$ cat config.mk
export PLATFORM = sky130hd
export DESIGN_NAME = bargraph_peak_hold_blink_unit
export DESIGN_NICKNAME = d
export VERILOG_FILES = /design/src/bphb_pkg.sv /design/src/bphb_cfg_regs.sv /design/src/bphb_in_stage.sv /design/src/bphb_core.sv /design/src/bphb_out_stage.sv /design/src/bargraph_peak_hold_blink_unit.sv
export SDC_FILE = /design/constraint.sdc
export NUM_CORES = 1
export LEC_CHECK = 0
export BUFFER_PORTS_ARGS = -buffer_cell sky130_fd_sc_hd__buf_4
export CAP_MARGIN = 30
export CORE_ASPECT_RATIO = 1.2
export CORE_MARGIN = 5
export CORE_UTILIZATION = 45
export DETAILED_ROUTE_END_ITERATION = 8
export GPL_TIMING_DRIVEN = 0
export MAX_ROUTING_LAYER = met4
export PLACE_DENSITY = 0.76
export SLEW_MARGIN = 15
export SYNTH_ARGS = -nofsm -noshare
export SYNTH_HDL_FRONTEND = slang
export SYNTH_SLANG_ARGS = --single-unit
$ cat constraint.sdc
create_clock -name clk -period 4.8 [get_ports clk]
set_input_delay 0.24 -clock clk [delete_from_list [all_inputs] [get_ports clk]]
set_output_delay 0.24 -clock clk [all_outputs]
set_load 0.03 [all_outputs]
$ cat src/bphb_pkg.sv
`default_nettype none
package bphb_pkg;

	localparam int BAR_BITS  = 8;
	localparam int TIME_BITS = 32;
	localparam int PWR_BITS  = 16;
	localparam int CFG_BITS  = 16;
	localparam int IDX_BITS  = 2;
	localparam int CNT_BITS  = 8;

	// register indexes
	localparam logic [IDX_BITS-1:0] REG_PEAK_MODE  = 2'd0;
	localparam logic [IDX_BITS-1:0] REG_SCALE_FULL = 2'd1;
	localparam logic [IDX_BITS-1:0] REG_ZOOM_LIMIT = 2'd2;
	localparam logic [IDX_BITS-1:0] REG_FULL_LIMIT = 2'd3;

	localparam logic [PWR_BITS-1:0] ZOOM_LIMIT_RST = 16'd250;
	localparam logic [PWR_BITS-1:0] FULL_LIMIT_RST = 16'd2500;

	localparam logic [TIME_BITS-1:0] COOL_SLOW  = TIME_BITS'(300);
	localparam logic [TIME_BITS-1:0] COOL_MID   = TIME_BITS'(150);
	localparam logic [TIME_BITS-1:0] COOL_FAST  = TIME_BITS'(50);
	localparam logic [TIME_BITS-1:0] BLINK_TIME = TIME_BITS'(250);

	localparam logic [BAR_BITS-1:0] BLINK_RST = BAR_BITS'(8'h50);
	localparam logic [BAR_BITS-1:0] OVER_BASE = BAR_BITS'(8'h0f);

	typedef struct packed {
		logic                peak_mode;
		logic                scale_full;
		logic [PWR_BITS-1:0] zoom_limit;
		logic [PWR_BITS-1:0] full_limit;
	} cfg_t;

	typedef struct packed {
		logic [BAR_BITS-1:0]  new_upper;
		logic [BAR_BITS-1:0]  new_lower;
		logic [TIME_BITS-1:0] now_ms;
		logic                 rf_present;
		logic [PWR_BITS-1:0]  forward_power;
		logic                 update_allowed;
		logic                 skip_peak;
	} item_t;

	typedef struct packed {
		logic                write_frame;
		logic                clear_display;
		logic [BAR_BITS-1:0] out_upper;
		logic [BAR_BITS-1:0] out_lower;
	} res_t;

endpackage
`default_nettype wire

$ cat src/bphb_cfg_regs.sv
`default_nettype none
module bphb_cfg_regs
	import bphb_pkg::*;
(
	input  wire logic                clk,
	input  wire logic                arst_n,
	input  wire logic                cfg_we,
	input  wire logic [IDX_BITS-1:0] cfg_index,
	input  wire logic [CFG_BITS-1:0] cfg_data,
	output cfg_t                     cfg
);

	cfg_t cfg_q;

	always_ff @(posedge clk or negedge arst_n) begin
		if (!arst_n) begin
			cfg_q.peak_mode  <= 1'b0;
			cfg_q.scale_full <= 1'b0;
			cfg_q.zoom_limit <= ZOOM_LIMIT_RST;
			cfg_q.full_limit <= FULL_LIMIT_RST;
		end else if (cfg_we) begin
			case (cfg_index)
				REG_PEAK_MODE:  cfg_q.peak_mode  <= cfg_data[0];
				REG_SCALE_FULL: cfg_q.scale_full <= cfg_data[0];
				REG_ZOOM_LIMIT: cfg_q.zoom_limit <= cfg_data[PWR_BITS-1:0];
				REG_FULL_LIMIT: cfg_q.full_limit <= cfg_data[PWR_BITS-1:0];
				default: ;
			endcase
		end
	end

	assign cfg = cfg_q;

endmodule
`default_nettype wire

$ cat src/bphb_in_stage.sv
`default_nettype none
module bphb_in_stage
	import bphb_pkg::*;
(
	input  wire logic clk,
	input  wire logic arst_n,
	input  wire logic in_valid,
	output logic      in_stall,
	input  item_t     in_item,
	input  wire logic advance,
	output logic      item_vld,
	output item_t     item
);

	logic  vld_s1;
	item_t item_s1;

	assign in_stall = vld_s1 && !advance;

	always_ff @(posedge clk or negedge arst_n) begin
		if (!arst_n) begin
			vld_s1 <= 1'b0;
		end else if (!in_stall) begin
			vld_s1 <= in_valid;
		end
	end

	always_ff @(posedge clk) begin
		if (in_valid && !in_stall) begin
			item_s1 <= in_item;
		end
	end

	assign item_vld = vld_s1;
	assign item     = item_s1;

endmodule
`default_nettype wire

$ cat src/bphb_core.sv
`default_nettype none
module bphb_core
	import bphb_pkg::*;
(
	input  wire logic clk,
	input  wire logic arst_n,
	input  cfg_t      cfg,
	input  item_t     item,
	input  wire logic fire,
	output res_t      res
);

	logic [BAR_BITS-1:0]  held_upper_q, held_lower_q, blink_q;
	logic [CNT_BITS-1:0]  decay_count_q;
	logic [TIME_BITS-1:0] last_decay_q, last_blink_q;
	logic                 clear_pending_q;

	logic                 use_peak, shift, over, blink_flip, nonzero, wr, clr_drop;
	logic [TIME_BITS-1:0] decay_elapsed, blink_elapsed, cooldown;
	logic [BAR_BITS-1:0]  held_up_sh, held_lo_sh, up, lo;
	logic [PWR_BITS-1:0]  limit;
	logic [CNT_BITS-1:0]  count_next;

	always_comb begin
		use_peak      = !item.skip_peak && cfg.peak_mode;
		decay_elapsed = item.now_ms - last_decay_q;
		if (decay_count_q < CNT_BITS'(2)) begin
			cooldown = COOL_SLOW;
		end else if (decay_count_q < CNT_BITS'(4)) begin
			cooldown = COOL_MID;
		end else begin
			cooldown = COOL_FAST;
		end
		shift      = use_peak && (decay_elapsed > cooldown);
		held_up_sh = shift ? (held_upper_q >> 1) : held_upper_q;
		held_lo_sh = shift ? (held_lower_q >> 1) : held_lower_q;

		count_next = shift ? decay_count_q + CNT_BITS'(1) : decay_count_q;
		// RF presence restarts the slow decay unless this request skips peak
		if (!item.skip_peak && item.rf_present) begin
			count_next = '0;
		end

		up = item.new_upper;
		lo = item.new_lower;
		if (use_peak) begin
			up = up | held_up_sh;
			lo = lo | held_lo_sh;
		end

		limit         = cfg.scale_full ? cfg.full_limit : cfg.zoom_limit;
		over          = item.forward_power > limit;
		blink_elapsed = item.now_ms - last_blink_q;
		blink_flip    = over && (blink_elapsed >= BLINK_TIME);
		if (over) begin
			up = OVER_BASE | blink_q;
		end

		nonzero  = (up | lo) != '0;
		wr       = (item.rf_present || nonzero) && item.update_allowed;
		clr_drop = !item.rf_present && !nonzero && clear_pending_q;

		res.write_frame   = wr;
		res.clear_display = clr_drop && item.update_allowed;
		res.out_upper     = up;
		res.out_lower     = lo;
	end

	always_ff @(posedge clk or negedge arst_n) begin
		if (!arst_n) begin
			held_upper_q    <= '0;
			held_lower_q    <= '0;
			decay_count_q   <= '0;
			last_decay_q    <= '0;
			blink_q         <= BLINK_RST;
			last_blink_q    <= '0;
			clear_pending_q <= 1'b0;
		end else if (fire) begin
			decay_count_q <= count_next;
			if (shift) begin
				last_decay_q <= item.now_ms;
			end
			if (blink_flip) begin
				last_blink_q <= item.now_ms;
				blink_q      <= ~blink_q;
			end
			if (wr) begin
				held_upper_q    <= up;
				held_lower_q    <= lo;
				clear_pending_q <= 1'b1;
			end else begin
				held_upper_q <= held_up_sh;
				held_lower_q <= held_lo_sh;
				if (clr_drop) begin
					clear_pending_q <= 1'b0;
				end
			end
		end
	end

endmodule
`default_nettype wire

$ cat src/bphb_out_stage.sv
`default_nettype none
module bphb_out_stage
	import bphb_pkg::*;
(
	input  wire logic clk,
	input  wire logic arst_n,
	input  wire logic res_vld,
	input  res_t      res,
	output logic      advance,
	output logic      out_valid,
	input  wire logic out_stall,
	output res_t      out_res
);

	logic vld_q;
	res_t res_q;

	// take a new result when the register is empty or being drained
	assign advance = !vld_q || !out_stall;

	always_ff @(posedge clk or negedge arst_n) begin
		if (!arst_n) begin
			vld_q <= 1'b0;
		end else if (advance) begin
			vld_q <= res_vld;
		end
	end

	always_ff @(posedge clk) begin
		if (advance && res_vld) begin
			res_q <= res;
		end
	end

	assign out_valid = vld_q;
	assign out_res   = res_q;

endmodule
`default_nettype wire

$ cat src/bargraph_peak_hold_blink_unit.sv
// channel   direction  handshake             payload
// in        input      in_valid / in_stall   new_upper, new_lower, now_ms, rf_present,
//                                             forward_power, update_allowed, skip_peak
// out       output     out_valid / out_stall write_frame, clear_display, out_upper, out_lower
// cfg       input      cfg_we                cfg_index, cfg_data
//
// One request per cycle when not stalled; input register feeds result register.
// Peak, decay and blink state update in the cycle a request moves to the result register.
// arst_n resets valid flags and core state and loads the register defaults at once.
// A stall on the output backs up into in_stall only when both stages hold a request.
`default_nettype none
module bargraph_peak_hold_blink_unit
	import bphb_pkg::*;
(
	input  wire logic                 clk,
	input  wire logic                 arst_n,
	input  wire logic                 in_valid,
	output logic                      in_stall,
	input  wire logic [BAR_BITS-1:0]  new_upper,
	input  wire logic [BAR_BITS-1:0]  new_lower,
	input  wire logic [TIME_BITS-1:0] now_ms,
	input  wire logic                 rf_present,
	input  wire logic [PWR_BITS-1:0]  forward_power,
	input  wire logic                 update_allowed,
	input  wire logic                 skip_peak,
	output logic                      out_valid,
	input  wire logic                 out_stall,
	output logic                      write_frame,
	output logic                      clear_display,
	output logic [BAR_BITS-1:0]       out_upper,
	output logic [BAR_BITS-1:0]       out_lower,
	input  wire logic                 cfg_we,
	input  wire logic [IDX_BITS-1:0]  cfg_index,
	input  wire logic [CFG_BITS-1:0]  cfg_data
);

	cfg_t  cfg;
	item_t in_item, item;
	res_t  res, out_res;
	logic  item_vld, advance;

	always_comb begin
		in_item.new_upper      = new_upper;
		in_item.new_lower      = new_lower;
		in_item.now_ms         = now_ms;
		in_item.rf_present     = rf_present;
		in_item.forward_power  = forward_power;
		in_item.update_allowed = update_allowed;
		in_item.skip_peak      = skip_peak;
	end

	bphb_cfg_regs u_cfg (
		.clk       (clk),
		.arst_n    (arst_n),
		.cfg_we    (cfg_we),
		.cfg_index (cfg_index),
		.cfg_data  (cfg_data),
		.cfg       (cfg)
	);

	bphb_in_stage u_in (
		.clk      (clk),
		.arst_n   (arst_n),
		.in_valid (in_valid),
		.in_stall (in_stall),
		.in_item  (in_item),
		.advance  (advance),
		.item_vld (item_vld),
		.item     (item)
	);

	bphb_core u_core (
		.clk    (clk),
		.arst_n (arst_n),
		.cfg    (cfg),
		.item   (item),
		.fire   (item_vld && advance),
		.res    (res)
	);

	bphb_out_stage u_out (
		.clk       (clk),
		.arst_n    (arst_n),
		.res_vld   (item_vld),
		.res       (res),
		.advance   (advance),
		.out_valid (out_valid),
		.out_stall (out_stall),
		.out_res   (out_res)
	);

	assign write_frame   = out_res.write_frame;
	assign clear_display = out_res.clear_display;
	assign out_upper     = out_res.out_upper;
	assign out_lower     = out_res.out_lower;

endmodule
`default_nettype wire

# Yosys cells after proc, flatten, opt, wreduce, memory -nomap -nowiden
# Cells that the tools add are included.
# classes
eq_ne	3
order_cmp	5
n_mux	14
bitwise_logic	4
n_addsub	3
n_reduce_logical	32
# ops
operator	count
$mux W8	10
$sub A32 B32 Y32	2
$ge A32 B8 Y1 const B	1
$gt A32 B9 Y1	1
$or A8 B8 Y8	3
$gt A16 B16 Y1	1
$mux W16	1
$reduce_and A2 Y1	8
$logic_and A1 B1 Y1	11
$mux W9	1
$add A8 B1 Y8 const B	1
$lt A8 B2 Y1 const B	1
$lt A8 B3 Y1 const B	1
$not A8 Y8	1
$reduce_bool A8 Y1	1
$logic_not A1 Y1	7
$eq A2 B2 Y1 const B	2
$reduce_bool A2 Y1	2
$eq A2 B1 Y1 const B	1
$logic_not A2 Y1	1
$logic_or A1 B1 Y1	2
$mux W1	2
# totals
wordCells	85
out_inout_bits	20
reg_bits	218
inputBits	90

# Longest topological paths before layout
# Gate-level depths: netlist of run 1.
# depth
word_depth	16
ltp_mapped	23
mapped_depth_nobuf	21

# Modules after synthesis
# From an unflattened synthesis of run 1, not the netlist that was laid out.
# unflattened
cells_unflattened	1227
area_unflattened_um2	12956.2
# by_module_without_submodules
module	area_per_inst_um2	seq_area_each_um2	instances	cells_each
bphb_core	8894.8	2329.7	1	1058
bphb_in_stage	2069.5	2037.0	1	72
bphb_cfg_regs	1397.6	864.6	1	74
bphb_out_stage	588.1	565.5	1	22
bargraph_peak_hold_blink_unit	6.3	0.0	1	1

# Worst setup path before layout of run 1
# No wires, ideal clock.
# synth_timing
path_kind	reg2reg
start	register u_in.item_s1, in the netlist u_in.item[19]
end	register u_core.held_upper_q[0]
n_path_buf	2
required_ns	4.677
t_arrival_ns	5.010
stages_incl_launch_ff	21
slack_ns	-0.333
synth_period_minus_slack_ns	5.133
setup_time_ns	0.123
path_cell_list	edfxtp_1 inv_1 ha_1 fa_1 nand2b_1 a21oi_2 o21ai_2 a21oi_1 mux2i_1 o2111ai_1 or4_1 or4_4 nor3_2 buf_4 mux2i_1 or4_4 a2111oi_4 nand3_4 and2_4 buf_6 o221a_1
# synth_via
elab_chain_len	12
word_cells_on_any_way	15
classes_between	add/sub: 1; order compare: 1; mux: 6; bitwise: 3; reduce/logical: 4
# synth_rtl
element	line_no	rtl
from (decl)	bphb_in_stage.sv:16	item_t item_s1;
from (signal assigned)	bphb_in_stage.sv:30	item_s1 <= in_item;
$sub A32 B32 Y32 (*)	bphb_core.sv:26	decay_elapsed = item.now_ms - last_decay_q;
$gt A32 B9 Y1 (*)	bphb_core.sv:34	shift = use_peak && (decay_elapsed > cooldown);
$logic_and A1 B1 Y1 (*)	bphb_core.sv:34	
$mux W8	bphb_core.sv:35	held_up_sh = shift ? (held_upper_q >> 1) : held_upper_q;
$or A8 B8 Y8	bphb_core.sv:47	up = up | held_up_sh;
$mux W8	bphb_core.sv:46	if (use_peak) begin
$mux W8	bphb_core.sv:55	if (over) begin
$or A8 B8 Y8	bphb_core.sv:59	nonzero = (up | lo) != '0;
$reduce_bool A8 Y1	bphb_core.sv:59	
$logic_or A1 B1 Y1	bphb_core.sv:60	wr = (item.rf_present || nonzero) && item.update_allowed;
$logic_and A1 B1 Y1	bphb_core.sv:60	
$mux W8 (*)	bphb_core.sv:87	if (wr) begin
to (signal assigned)	bphb_core.sv:88	held_upper_q <= up;
to (signal assigned)	bphb_core.sv:92	held_upper_q <= held_up_sh;
to (decl)	bphb_core.sv:13	logic [BAR_BITS-1:0] held_upper_q, held_lower_q, blink_q;
# Mark *: on every way between the ends. The rest lies on a longest branch, timed or not.
# A chain may end at the register's enable or synchronous reset.

# Worst setup path in the final report of run 1
# layout_timing
start	register u_in.item_s1, in the netlist u_in.item[20]
end	register u_core.held_upper_q[0]
# Same word-level chain as after synthesis.

==> results of run 1 <==
[Yosys cell counts (all sizes together) (4+ instances only)]
library cell  instances  area share
o31ai                 6      0.0039
ha                   86       0.083
xor2                 14       0.010
and3                  6      0.0029
buf                  15      0.0076
a21boi                8      0.0046
a31oi                17      0.0082
or2                   6      0.0029
a221o                 7      0.0054
o21bai               11      0.0064
and2                 11      0.0055
o21a                 20       0.012
inv                  97       0.028
nor4                 14      0.0084
nand3b                7      0.0041
o211ai               14      0.0081
nand2               112       0.032
nor3b                 4      0.0023
mux2i                31       0.024
o2111ai               4      0.0027
edfxtp               85        0.20
nand3                25       0.011
nor3                 31       0.013
or4                   7      0.0046
mux2                 68       0.059
nand4                24       0.012
nand2b               17      0.0082
dfrtp               116        0.22
clkbuf               32      0.0093
or3                   9      0.0043
a21oi                72       0.031
nor2b                13      0.0063
a22o                  6      0.0041
a211oi               10      0.0070
a21o                 18       0.010
a311o                 4      0.0031
o221a                 5      0.0043
o21ai                81       0.032
xnor2                19       0.013
dfstp                13       0.026
nor2                 68       0.020
a211o                 5      0.0034
[what timing repair did]
item                                    in CTS  in global routing
hold buffers                                87                  0
gates resized for setup                     50                 55
endpoints found under the hold margin      152                  0
buffers inserted                            21                 18
pin swaps                                   18                 23
endpoints found under the setup margin      91                 95
cloned                                       0                  1
[metal layers]
layer,track usage,vias up
met2,0.3718,317
met4,0.07673,0
met5,-,-
li1,-,5174
met1,0.2700,5247
met3,0.02353,82
[final timing paths]
path | end | cells after the start
worst min register to register | u_out.out_valid$_DFFE_PN0N_ | 1
worst max-delay path | u_core.held_upper_q[0]$_DFFE_PN0P_ | 19
min in group asynchronous | u_core.last_blink_q[22]$_DFFE_PN0P_ | 2
worst max register to register | u_core.held_upper_q[0]$_DFFE_PN0P_ | 19
max in group asynchronous | u_core.decay_count_q[4]$_DFFE_PN0P_ | 3
worst min-delay path | u_cfg.cfg[33]$_DFFE_PN0P_ | 3
[flip-flops by register name, summed over array words and instances, names as in the netlist]
name,count
u_core.held_upper_q,8
u_out.out_res,18
u_in.item,67
u_in.item_vld,1
u_core.last_decay_q,32
u_core.blink_q,4
u_core.last_blink_q,32
u_out.out_valid,1
u_core.held_lower_q,8
u_cfg.cfg,34
u_core.decay_count_q,8
u_core.clear_pending_q,1
[cell families after synthesis]
family          Yosys count
simple gates            358
compound gates          328
flops                   214
buf+inv                 144
mux                      99
fa+ha+maj                88
xor+xnor                 33
[per-stage QoR]
stage | setup TNS, ns | worst slack, ns
detailed placement | -44.96 | -0.8474
CTS | -5.187 | -0.3614
global placement | -78.21 | -1.604
global route | -11.22 | -0.7087
floorplan | -0.3070 | -0.07675
finish | -7.062 | -0.5106
[power groups by stage]
stage | Combinational [mW] | Clock, mW | Sequential, mW
2_1_floorplan | 3.05 | 0 | 2.62
3_3_place_gp | 3.89 | 0 | 2.64
5_1_grt | 5.05 | 1.86 | 2.70
3_5_place_dp | 3.99 | 0 | 2.66
6_report | 4.55 | 1.74 | 2.64
4_1_cts | 4.28 | 1.79 | 2.63
[cell type report]
type	count	area, um2
Multi-Input combinational cell	906	7009
Buffer	41	259.0
Fill cell	2392	11870
Clock buffer	30	611.8
Timing Repair Buffer	238	2076
Sequential cell	214	5798
Tap cell	385	481.7
Inverter	97	366.6
Clock inverter	12	118.9
[worst max-delay path, stage by stage, from the launching register on]
cell	delay (ns)
sky130_fd_sc_hd__edfxtp_1	0.45
sky130_fd_sc_hd__inv_2	0.09
sky130_fd_sc_hd__fa_2	0.40
sky130_fd_sc_hd__nand2b_4	0.16
sky130_fd_sc_hd__a21oi_4	0.22
sky130_fd_sc_hd__buf_4	0.14
sky130_fd_sc_hd__nor2_1	0.04
sky130_fd_sc_hd__o21bai_1	0.19
sky130_fd_sc_hd__xnor2_1	0.20
sky130_fd_sc_hd__o2111ai_1	0.18
sky130_fd_sc_hd__or4_4	0.56
sky130_fd_sc_hd__or4_4	0.54
sky130_fd_sc_hd__nor3_4	0.20
sky130_fd_sc_hd__buf_6	0.14
sky130_fd_sc_hd__mux2i_1	0.08
sky130_fd_sc_hd__or4_4	0.50
sky130_fd_sc_hd__a2111oi_4	0.38
sky130_fd_sc_hd__nand3_4	0.19
sky130_fd_sc_hd__a21o_1	0.27
sky130_fd_sc_hd__o221a_1	0.27
==> metrics list, run 1 <==
- Data arrives at the worst endpoint at 5.74 ns.
* Commonest non-fill, non-tap cells in the layout: sky130_fd_sc_hd__buf_4, sky130_fd_sc_hd__dfrtp_1, sky130_fd_sc_hd__nand2_1
* Die Y-Extent: 195.9 um
* Max_slew headroom: 0.3862
* Met2 WL post-DR: 17270 um
- The portion of synthesized area spent on multiplexers is 0.08301.
* Buffer type at the clock tree root: sky130_fd_sc_hd__clkbuf_16
* Worst Hold Class: input port to register
* Amount of wire on met3 after detailed routing: 1582 um
- The region available for standard cell placement spans 0.02859 mm2.
- Number of buffers added by the clock tree synthesis step: 23
* Crit path launch: u_in.item[20]$_DFFE_PP_
* Commonest non-fill, non-tap cell in the layout: sky130_fd_sc_hd__buf_4
- Layout overhead on the synthesized area: 29.00%
- At the pin with the least slew margin, the transition time is 0.9196 ns.
- The design draws 8.932 mW.
- Placed Area: 0.01442 mm2
- Synthesized netlist cell count: 1264
* Adder and majority cell fraction of the synthesized area: 0.08610
- Detailed-routing wirelength on met1: between 10000 and 15000 um
* Average cell area after synthesis: around 10 um2
- The tree built by TritonCTS fans out to 214 sinks.
- Worst-path clk slew: 0.06 ns
- Vias after detailed routing: 10820
- Status: finished with violations
- Post-route DRC violation count: 0
* RD Place Congestion: 0.9131
- The number of global-route vias before repair is approximately 11000.
- Primary FF master, synth: sky130_fd_sc_hd__dfrtp_1
- After legalization and detailed placement, the total HPWL measured 23840 um.
- Dividing total power by cell area gives a power density of roughly 530 mW/mm2.
* Top-level I/O count: 110
- Grt total ovfl: 0
* Synth unique cells: 86
* VDD IR-drop max: 0.0003225 V
- Synthesized area: 0.01296 mm2
* Critical Path RT: between 5 and 6 ns
- Of the total synthesized cell area, the portion taken by XOR and XNOR cells is 0.02288.
- Number of hold violations in the final report: 0
- Setup violations remaining at the end of the flow were counted as 19.
- In this run the static leakage power is 7.008 nW.
- Derived from the worst setup path, the maximum achievable clock frequency is 0.1883 GHz.
* Max capacitance violation total: 0
- The clock reaches the later pin of the worst-skew pair after between 0.5 and 0.6 ns.
* Via count normalized by instance count: 5.627
- The finished layout holds 1923 standard cells, fillers aside.
- Failing checks: negative setup slack
* Kind of end point of the critical path: register
- Top Metal Used: met4
* Share of power burned in the clock network: 0.195
* Number of placement rows: 68
* Worst Path Max Fanout: 6
* R2R Path Start: u_in.item[20]$_DFFE_PP_
- For this run, the total global-route usage over all layers was measured as 0.2185.
- Total detailed-routing wirelength: 34000 um
* Compound-cell area share of the yosys netlist: 0.1763
- The analysis attributes to net switching a power of 3.558 mW.
- For this run, the detailed router's first-pass iteration total came to 5.
- The share of total power dissipated in combinational logic is 0.509.
* Number of nets in the layout: 1699
* Antenna violations before repair: 0
- Final critical-path required period: about 5.3 ns
- Initial DRC count: 721
* Minimum hold slack: 0.09735 ns
- Ratio of final minimum period to clock period: 1.106
- Of the total power, the share spent switching nets is 0.3983.
- H-tree lvl count: 1
* Number of port buffers: 109
- The number of nets in the synthesized netlist is between 1000 and 1500.
* Global-route wire length before repair: 56080 um
- Max Transition Viols Final: 0
* Maximum buffer depth of the clock tree: 3
* Starting density of the core: 0.4534
- Counting flops and latches in the post-synthesis netlist gives 214.
- Post-synthesis sequential area ratio: 0.4472
- Post-route setup slack: -0.5106 ns
- Setup repair after global routing could not meet its margin everywhere.
- STA classifies the critical path startpoint as a register.
* Share of synthesized cell area in and, or, nand and nor gates: 0.1396
- By area, the combinational part of the netlist is dominated by compound AO/OA/AOI/OAI gates.
- In the final routed layout, each cell accounts on average for 17.68 um.
- Path type of the worst setup path: register to register
- Entering global routing, the biggest net connects 68 pins.
- TritonCTS built the clock tree.
- Counting flops with an async set or reset pin after synthesis yields a share of 0.6028.
* ANT nets after route: 0
* Die area: roughly 0.032 mm2
* Internal Power: 5.375 mW
- Origin of the worst min-delay path: cfg_index[0]
- Fraction of final layout cells with drive strength greater than 1: 0.2471
- The setup check on the worst reg-to-reg path leaves a slack of -0.51 ns.
- Including well taps, the total number of placed cells is around 1800.
- Post-route core utilization: 0.5849
- Relative contribution of sequential cells to total power: 0.296
- Across the routed clock network, the largest skew measured is 0.01656 ns.
- After routing the design area is 0.01672 mm2.
- During synthesis, Yosys emitted a total of 0 warnings.
- Antenna fix cells: 0
- EDFF count, synth: 85
- The floorplan step set the die width to 164.9 um.
(Power assumes the default switching activity.)
==> run 2, diff against run 1 <==
--- a/config.mk
+++ b/config.mk
@@ -14,7 +14,7 @@
 export GPL_TIMING_DRIVEN = 0
 export MAX_ROUTING_LAYER = met4
 export PLACE_DENSITY = 0.76
-export SLEW_MARGIN = 15
 export SYNTH_ARGS = -nofsm -noshare
 export SYNTH_HDL_FRONTEND = slang
 export SYNTH_SLANG_ARGS = --single-unit
+export TNS_END_PERCENT = 20
==> constraint.sdc (replaced) <==
create_clock -name clk -period 4.8 [get_ports clk]
set_input_delay 0.48 -clock clk [delete_from_list [all_inputs] [get_ports clk]]
set_output_delay 0.48 -clock clk [all_outputs]
set_load 0.03 [all_outputs]
==> run 2 against run 1 <==
Net effect: the run still ends with negative setup slack left; sequential power hardly changed; critical endpoint unchanged; first-iteration DRC count shrank 13%; die area stayed put; setup slack worse by 0.0081 ns.
==> metrics list, run 2 (same netlist as run 1, synthesis figures left out) <==
* Initial DRC count: 626 (-13%)
- Commonest non-fill, non-tap cells in the layout: sky130_fd_sc_hd__buf_4, sky130_fd_sc_hd__dfrtp_1, sky130_fd_sc_hd__nand2_1
- Post-detailed-placement half-perimeter wirelength: 24000 um (+0.69%)
- The post-placement cell count was 1762 (+0.057%).
- The total power of the final layout was 8.918 mW (-0.16%).
- Crit-path cells: buf_6 > inv_2 > fa_2 > nand2b_4 > a21oi_4 > buf_4 > o21ai_2 > a21oi_4 > mux2i_1 > o2111ai_1 > or4_4 > nor4_4 > a31oi_1 > a2111o_1 > or4_4 > a2111oi_4 > nand3_4 > a21o_1 > o221a_1
- Die Y-Extent: 195.9 um (unchanged)
- Max Transition Viols Final: 0 (unchanged)
* Slowest-stage cell, CP: sky130_fd_sc_hd__or4_4
- Number of placement rows: 68 (unchanged)
* Grt total ovfl: 0 (unchanged)
- The setup violation total in the final timing report came to 19 (unchanged).
* VDD IR-drop max: 0.0003097 V (-4.0%)
* ANT nets after route: 0 (unchanged)
* Final routed wire length divided by cell count: 17.89 um (+1.2%)
- The checks that failed: negative setup slack.
- STA classifies the critical path endpoint as a register.
- DRT Pass-1 Iters: 5 (unchanged)
* Buffer type at the clock tree root: sky130_fd_sc_hd__clkbuf_16
* Antenna violations before repair: 0 (unchanged)
- Count of clock tree sinks: 214 (unchanged)
* Setup repair after global routing missed its margin: true
- Number of nets in the layout: 1600 (-5.8%)
- The worst setup slack after layout is -0.5186 ns (-0.008069 ns).
- Worst slew pin tran: 0.9140 ns (-0.005619 ns)
- Die area: 0.03231 mm2 (unchanged)
* Flip-flop count of the largest register after layout: 67 (unchanged)
* Total core area: 0.02859 mm2 (unchanged)
- The total routing usage reported by global routing came to 0.2102 (-0.008291).
- The hold violation count in the final report is 0 (unchanged).
- Critical Path RT: 5.21 ns (-0.02 ns)
* Global-route wire length before repair: 54110 um (-3.5%)
- RD Place Congestion: 0.9062 (-0.76%)
* Path type of the worst setup path: register to register
* Area taken by flip-flops and latches: 0.005797 mm2 (about the same)
- The wire length after detailed routing is 32650 um (-4.0%).
- The width of the die came to 164.9 um (unchanged).
- The area growth from synthesis to layout is 21.40%.
* Ratio of final minimum period to clock period: 1.108 (+0.001681)
* Number of port buffers: 109 (unchanged)
- The peak per-stage delay on the critical path came to 0.55 ns (about the same).
- Final critical-path required period: 5.319 ns (+0.008069 ns)
* Antenna fix cells: 0 (unchanged)
* Latest clock arrival within the worst-skew pair: 0.53 ns (-0.02 ns)
* Max capacitance violation total: 0 (unchanged)
- Layout Skew: 0.01918 ns (+0.002613 ns)
- The worst hold path belongs to the class input port to register.
- The number of global-route vias before repair was 10750 (-3.1%).
* Maximum buffer depth of the clock tree: 3 (unchanged)
- The via count was 10460 (-3.3%).
* Number of non-filler instances in the completed layout: 1825 (-5.1%)
* Multi-input gate area: 0.006932 mm2 (-1.1%)
- The ratio of routed vias to standard cells was 5.730 (+1.8%).
* Maximum operating frequency: 0.1880 GHz (-0.15%)
- The initial core utilization was 0.4534 (unchanged).
- Worst Path Max Fanout: 6 (unchanged)
- Largest net degree at the start of global routing: 97 (+43%)
- Top-level I/O count: 110 (unchanged)
- The remaining routing DRC violations was 0 (unchanged).
- TritonCTS clock tree: yes
* Standby leakage power: 6.611 nW (-5.7%)
* Commonest non-fill, non-tap cell in the layout: sky130_fd_sc_hd__buf_4
* P per Cell Area: 566.7 mW/mm2 (+6.1%)
- The number of buffers added by the clock tree synthesis step is 24 (+4.3%).
- The number of H-tree levels came to 1 (unchanged).
- The worst-case headroom to the max-slew limit was 0.3900 (+0.003751).
- The clock edge transition at the registers on the reported setup and hold paths was 0.06 ns (about the same).
- The run finished, with violations left.
- The count of fill cells added during filler insertion came to 2481 (+3.7%).
- STA classifies the critical path startpoint as a register.
* Fraction of final layout cells with drive strength greater than 1: 0.2528 (+0.005704)
- The arrival time reported for the critical path endpoint was 5.73 ns (about the same).
## run 2: path summary, 6_finish.rpt
kind | endpoint | start | slack (ns) | depth (start not counted)
max | u_core.held_upper_q[0]$_DFFE_PN0P_ | u_in.item[20]$_DFFE_PP_ | -0.52 | 19
min | u_in.item[35]$_DFFE_PP_ | now_ms[16] | 0.12 | 1
max reg2reg | u_core.held_upper_q[0]$_DFFE_PN0P_ | u_in.item[20]$_DFFE_PP_ | -0.52 | 19
min reg2reg | u_core.clear_pending_q$_DFFE_PN0P_ | u_core.clear_pending_q$_DFFE_PN0P_ | 0.49 | 1
max in group asynchronous | u_cfg.cfg[11]$_DFFE_PN1P_ | arst_n | 3.56 | 3
min in group asynchronous | u_core.last_blink_q[22]$_DFFE_PN0P_ | arst_n | 0.40 | 2
## run 2: critical path, delay by kind of cell (launching register included)
kind | cells | cell delay (ns)
buffers and inverters | 3 | 0.32
adders and majority gates | 1 | 0.36
muxes | 1 | 0.24
AOI/OAI and AO/OA | 9 | 2.00
and+or+nand+nor | 5 | 1.85
DFF | 1 | 0.42
## run 2: final cells by class
cell class | instances | share of cell area
Sequential cell | 214 | 0.3684
Clock buffer | 30 | 0.04087
Buffer | 43 | 0.01694
Multi-Input combinational cell | 906 | 0.4405
Timing Repair Buffer | 136 | 0.06814
Clock inverter | 14 | 0.01145
Inverter | 97 | 0.02314
Tap cell | 385 | 0.03061
## run 2: repair_timing
item,in CTS,in global routing
hold endpoints to repair,33,0
hold buffers,1,0
setup buffers,17,5
gates resized for setup,46,61
setup endpoints to repair,93,94
pin swaps,33,18
## run 2: metrics by stage
stage / setup TNS, ns / cell area (um2) / hold slack [ns] / util / setup WS [ns]
floorplan: -0.3070 / 13040 / 0.1844 / - / -0.07675
global placement: -78.21 / 14340 / 0.4542 / 0.5016 / -1.615
detailed placement: -45.27 / 14420 / 0.3942 / 0.5043 / -0.8814
CTS: -7.038 / 15550 / 0.1058 / 0.5439 / -0.4664
global route: -12.33 / 15740 / 0.1061 / 0.5505 / -0.7326
finish: -8.002 / 15740 / 0.1247 / 0.5505 / -0.5186
## run 2: power by group
| part | total, mW | leakage [nW] | internal (mW) | switching, mW |
|---|---|---|---|---|
| Combinational | 4.38 | 3.86 | 1.87 | 2.51 |
| Clock | 1.91 | 0.403 | 1.17 | 0.741 |
| Sequential | 2.63 | 2.34 | 2.38 | 0.259 |
## run 2: per-layer routing
layer,share of wire,GRT usage
met1,0.41,0.2582
met2,0.51,0.3574
met3,0.044,0.02501
met4,0.034,0.07458
met5,0,-
==> run 3, diff against run 2 <==
--- a/config.mk
+++ b/config.mk
@@ -9,11 +9,11 @@
 export CAP_MARGIN = 30
 export CORE_ASPECT_RATIO = 1.2
 export CORE_MARGIN = 5
-export CORE_UTILIZATION = 45
+export CORE_UTILIZATION = 30
 export DETAILED_ROUTE_END_ITERATION = 8
 export GPL_TIMING_DRIVEN = 0
 export MAX_ROUTING_LAYER = met4
-export PLACE_DENSITY = 0.76
+export PLACE_DENSITY = 0.58
 export SYNTH_ARGS = -nofsm -noshare
 export SYNTH_HDL_FRONTEND = slang
 export SYNTH_SLANG_ARGS = --single-unit
==> run 3 against run 2 <==
Net effect: the run still ends with negative setup slack left; first-iteration DRC count down 16%; sequential power about the same; clock skew up 0.0044 ns; total power up 0.32%; worst hold slack worse by 0.013 ns; critical path type unchanged; critical endpoint is now u_core.held_upper_q[5]$_DFFE_PN0P_; highest routed layer unchanged.
==> metrics list, run 3 (same netlist as run 1, synthesis figures left out) <==
* Status: finished with violations
* Failing checks: negative setup slack
* Area taken by flip-flops and latches: 0.005798 mm2 (about the same)
- Die Y-Extent: 237.7 um (+21%)
* Worst Hold Class: input port to register
* TritonCTS clock tree: yes
- Minimum hold slack: 0.1116 ns (-0.01310 ns)
* Final number of setup-violating endpoints: 19 (unchanged)
* Flip-flop count of the largest register after layout: 67 (unchanged)
- TNS Setup: -8.865 ns (-0.8626 ns)
- Latest clock arrival within the worst-skew pair: 0.54 ns (about the same)
- Global-route wire length before repair: 55980 um (+3.5%)
- Post-route core utilization: 0.3726 (-0.1779)
* Net switching share of the total power: 0.3968 (+0.003409)
* Vias after detailed routing: 10190 (-2.5%)
* Post-route DRC violation count: 0 (unchanged)
- Worst path buffer plus inverter count: 2 (-1)
- The area growth from synthesis to layout is 22.97%.
* CP startpoint kind: register
- The number of nets in the final layout came to 1604 (+0.25%).
- Slowest-stage cell, CP: sky130_fd_sc_hd__or4_4
- The number of antenna violations at the first check in global routing was 0 (unchanged).
* RD Place Congestion: 0.8847 (-2.4%)
- Layout Skew: 0.02362 ns (+0.004439 ns)
* ANT nets after route: 0 (unchanged)
- VDD IR-drop max: 0.0003153 V (+1.8%)
- The number of H-tree levels came to 1 (unchanged).
- Share of power burned in the clock network: 0.220 (+0.006)
- Endpoint arrival time on the critical path: 5.84 ns (+0.11 ns)
* Max_slew headroom: 0.3695 (-0.02044)
- Largest net degree at the start of global routing: 69 (-29%)
* Worst-path clk slew: 0.07 ns (about the same)
- Walking the worst path, the cells encountered are ha_1 > nor2b_4 > o31ai_2 > nand2b_1 > a21oi_2 > xnor2_1 > ha_1 > a21o_1 > o21ai_1 > a31oi_2 > nand4b_1 > buf_4 > nor4_4 > a31oi_1 > a2111o_1 > or4_4 > a2111oi_4 > nand3_4 > buf_4 > a21oi_4 > a221o_1.
- The setup path with the least slack is of type register to register.
- Grouping stages by cell kind, the critical path spends the most delay in compound AO/OA/AOI/OAI gates.
- Combined global-route utilization of all metal layers: 0.1487 (-0.06150)
* Total core area: 0.04279 mm2 (+50%)
* Die W: 199.8 um (+21%)
- Total detailed-routing wirelength: 34980 um (+7.1%)
- Standby leakage power: 6.604 nW (about the same)
- P per Cell Area: 561.2 mW/mm2 (-0.97%)
- Starting density of the core: 0.3030 (-0.1505)
- Top-level I/O count: 110 (unchanged)
* Antenna fix cells: 0 (unchanged)
* Number of placement rows: 83 (+22%)
- Grt total ovfl: 0 (unchanged)
* Via count of the first global-routing pass: 10490 (-2.4%)
- The number of buffers on the longest clock path was 3 (unchanged).
- R2r setup slk: -0.56 ns (-0.04 ns)
- Fraction of final layout cells with drive strength greater than 1: 0.2547 (+0.001894)
- Worst slew pin tran: 0.9446 ns (+0.03063 ns)
- Initial DRC count: 525 (-16%)
* # fillers: 4267 (+72%)
- The clock period minus final worst setup slack was 5.360 ns (+0.04129 ns).
- Critical Path RT: 5.28 ns (+0.07 ns)
- STA classifies the critical path endpoint as a register.
* Internal Power: 5.397 mW (-0.25%)
* Post-detailed-placement half-perimeter wirelength: 26170 um (+9.0%)
* Post-route setup slack: -0.5599 ns (-0.04129 ns)
- Multi-input gate area: 0.006897 mm2 (-0.51%)
* Number of port buffers: 109 (unchanged)
- Max capacitance violation total: 0 (unchanged)
- Worst Path Max Fanout: 6 (unchanged)
- Relative contribution of sequential cells to total power: 0.294 (about the same)
- The maximum operating frequency came to 0.1866 GHz (-0.77%).
- The pre-CTS setup slack came to -1.049 ns (-0.1680 ns).
* P_sw: 3.549 mW (+1.2%)
* Worst stage delay on the critical path: 0.52 ns (-0.03 ns)
- Pwr Total: 8.946 mW (+0.32%)
- Number of hold violations in the final report: 0 (unchanged)
- Ratio of final minimum period to clock period: 1.117 (+0.008603)
- The number of buffers added by the clock tree synthesis step is 25 (+4.2%).
* Combinational fraction of design power: 0.486 (-0.005)
- Setup repair after global routing could not meet its margin everywhere.
* Via count normalized by instance count: 5.104 (-11%)
- The count of TritonRoute iterations in the first routing pass was 5 (unchanged).
- Leaving out fill and tap cells, the most frequent cell in the layout is sky130_fd_sc_hd__buf_4.
- Max Transition Viols Final: 0 (unchanged)
- Die area: 0.04748 mm2 (+47%)
- Buffer type at the clock tree root: sky130_fd_sc_hd__clkbuf_16
- The detail-routed net length per standard cell came to 17.52 um (-2.1%).
- The number of sinks on the clock net was 214 (unchanged).
* Commonest non-fill, non-tap cells in the layout: sky130_fd_sc_hd__buf_4, sky130_fd_sc_hd__dfrtp_1, sky130_fd_sc_hd__nand2_1
## run 3: cell count changes in the layout (fill, tap and decap cells not counted), sizes merged
cell      delta
clkinv       -3
inv          +2
clkinvlp     +2
clkbuf       +5
buf          -1
## run 3: layout make-up
| type | count | share of cell area |
|---|---|---|
| clock buffer | 31 | 0.04066 |
| timing repair buffer | 140 | 0.06868 |
| multi-input combinational | 906 | 0.4327 |
| tap | 552 | 0.04333 |
| sequential | 214 | 0.3637 |
| clock inverter | 15 | 0.01201 |
| inverter | 97 | 0.02284 |
| buffer | 42 | 0.01609 |
## run 3: per-stage QoR
step / cells / instance area, um2
floorplan: 1264 / 13040
global placement: 1925 / 14550
detailed placement: 1928 / 14630
CTS: 1994 / 15810
global route: 1997 / 15940
finish: 1997 / 15940
## run 3: metal layers
layer  track usage  share of wire  up-vias
li1              -              -     4991
met1        0.1841           0.44     4977
met3       0.01857          0.034       45
met5             -              0        -
met2        0.2553           0.50      180
met4       0.04200          0.024        0
## run 3: what timing repair did
action,in CTS,in global routing
endpoints found under the setup margin,95,94
pin swaps,22,11
resized for setup,49,35
buffers inserted,22,5
hold endpoints to repair,61,0
hold buffers,1,0
## run 3: power groups by stage
stage                     clock network, mW  logic, mW  registers (mW)
after detailed placement                  0       4.05            2.66
final                                  1.97       4.35            2.63
after CTS                              2.03       4.24            2.63
after global placement                    0       3.97            2.65
after global routing                   2.09       4.82            2.68
after floorplan                           0       3.05            2.62
## run 3: worst register-to-register path, cell delays in order, from the launching register on
cell,delay [ns]
sky130_fd_sc_hd__edfxtp_1,0.48
sky130_fd_sc_hd__ha_1,0.34
sky130_fd_sc_hd__nor2b_4,0.14
sky130_fd_sc_hd__o31ai_2,0.24
sky130_fd_sc_hd__nand2b_1,0.12
sky130_fd_sc_hd__a21oi_2,0.16
sky130_fd_sc_hd__xnor2_1,0.15
sky130_fd_sc_hd__ha_1,0.28
sky130_fd_sc_hd__a21o_1,0.19
sky130_fd_sc_hd__o21ai_1,0.16
sky130_fd_sc_hd__a31oi_2,0.15
sky130_fd_sc_hd__nand4b_1,0.22
sky130_fd_sc_hd__buf_4,0.17
sky130_fd_sc_hd__nor4_4,0.31
sky130_fd_sc_hd__a31oi_1,0.14
sky130_fd_sc_hd__a2111o_1,0.44
sky130_fd_sc_hd__or4_4,0.52
sky130_fd_sc_hd__a2111oi_4,0.33
sky130_fd_sc_hd__nand3_4,0.19
sky130_fd_sc_hd__buf_4,0.19
sky130_fd_sc_hd__a21oi_4,0.22
sky130_fd_sc_hd__a221o_1,0.19
## run 3: worst paths after layout
path | depth (start not counted) | start | to
max | 21 | u_in.item[20]$_DFFE_PP_ | u_core.held_upper_q[5]$_DFFE_PN0P_
min | 1 | new_lower[0] | u_in.item[51]$_DFFE_PP_
max reg2reg | 21 | u_in.item[20]$_DFFE_PP_ | u_core.held_upper_q[5]$_DFFE_PN0P_
min reg2reg | 1 | u_core.blink_q[7]$_DFFE_PN0P_ | u_core.blink_q[7]$_DFFE_PN0P_
max in group asynchronous | 3 | arst_n | u_core.blink_q[6]$_DFFE_PN1P_
min in group asynchronous | 2 | arst_n | u_core.last_blink_q[19]$_DFFE_PN0P_
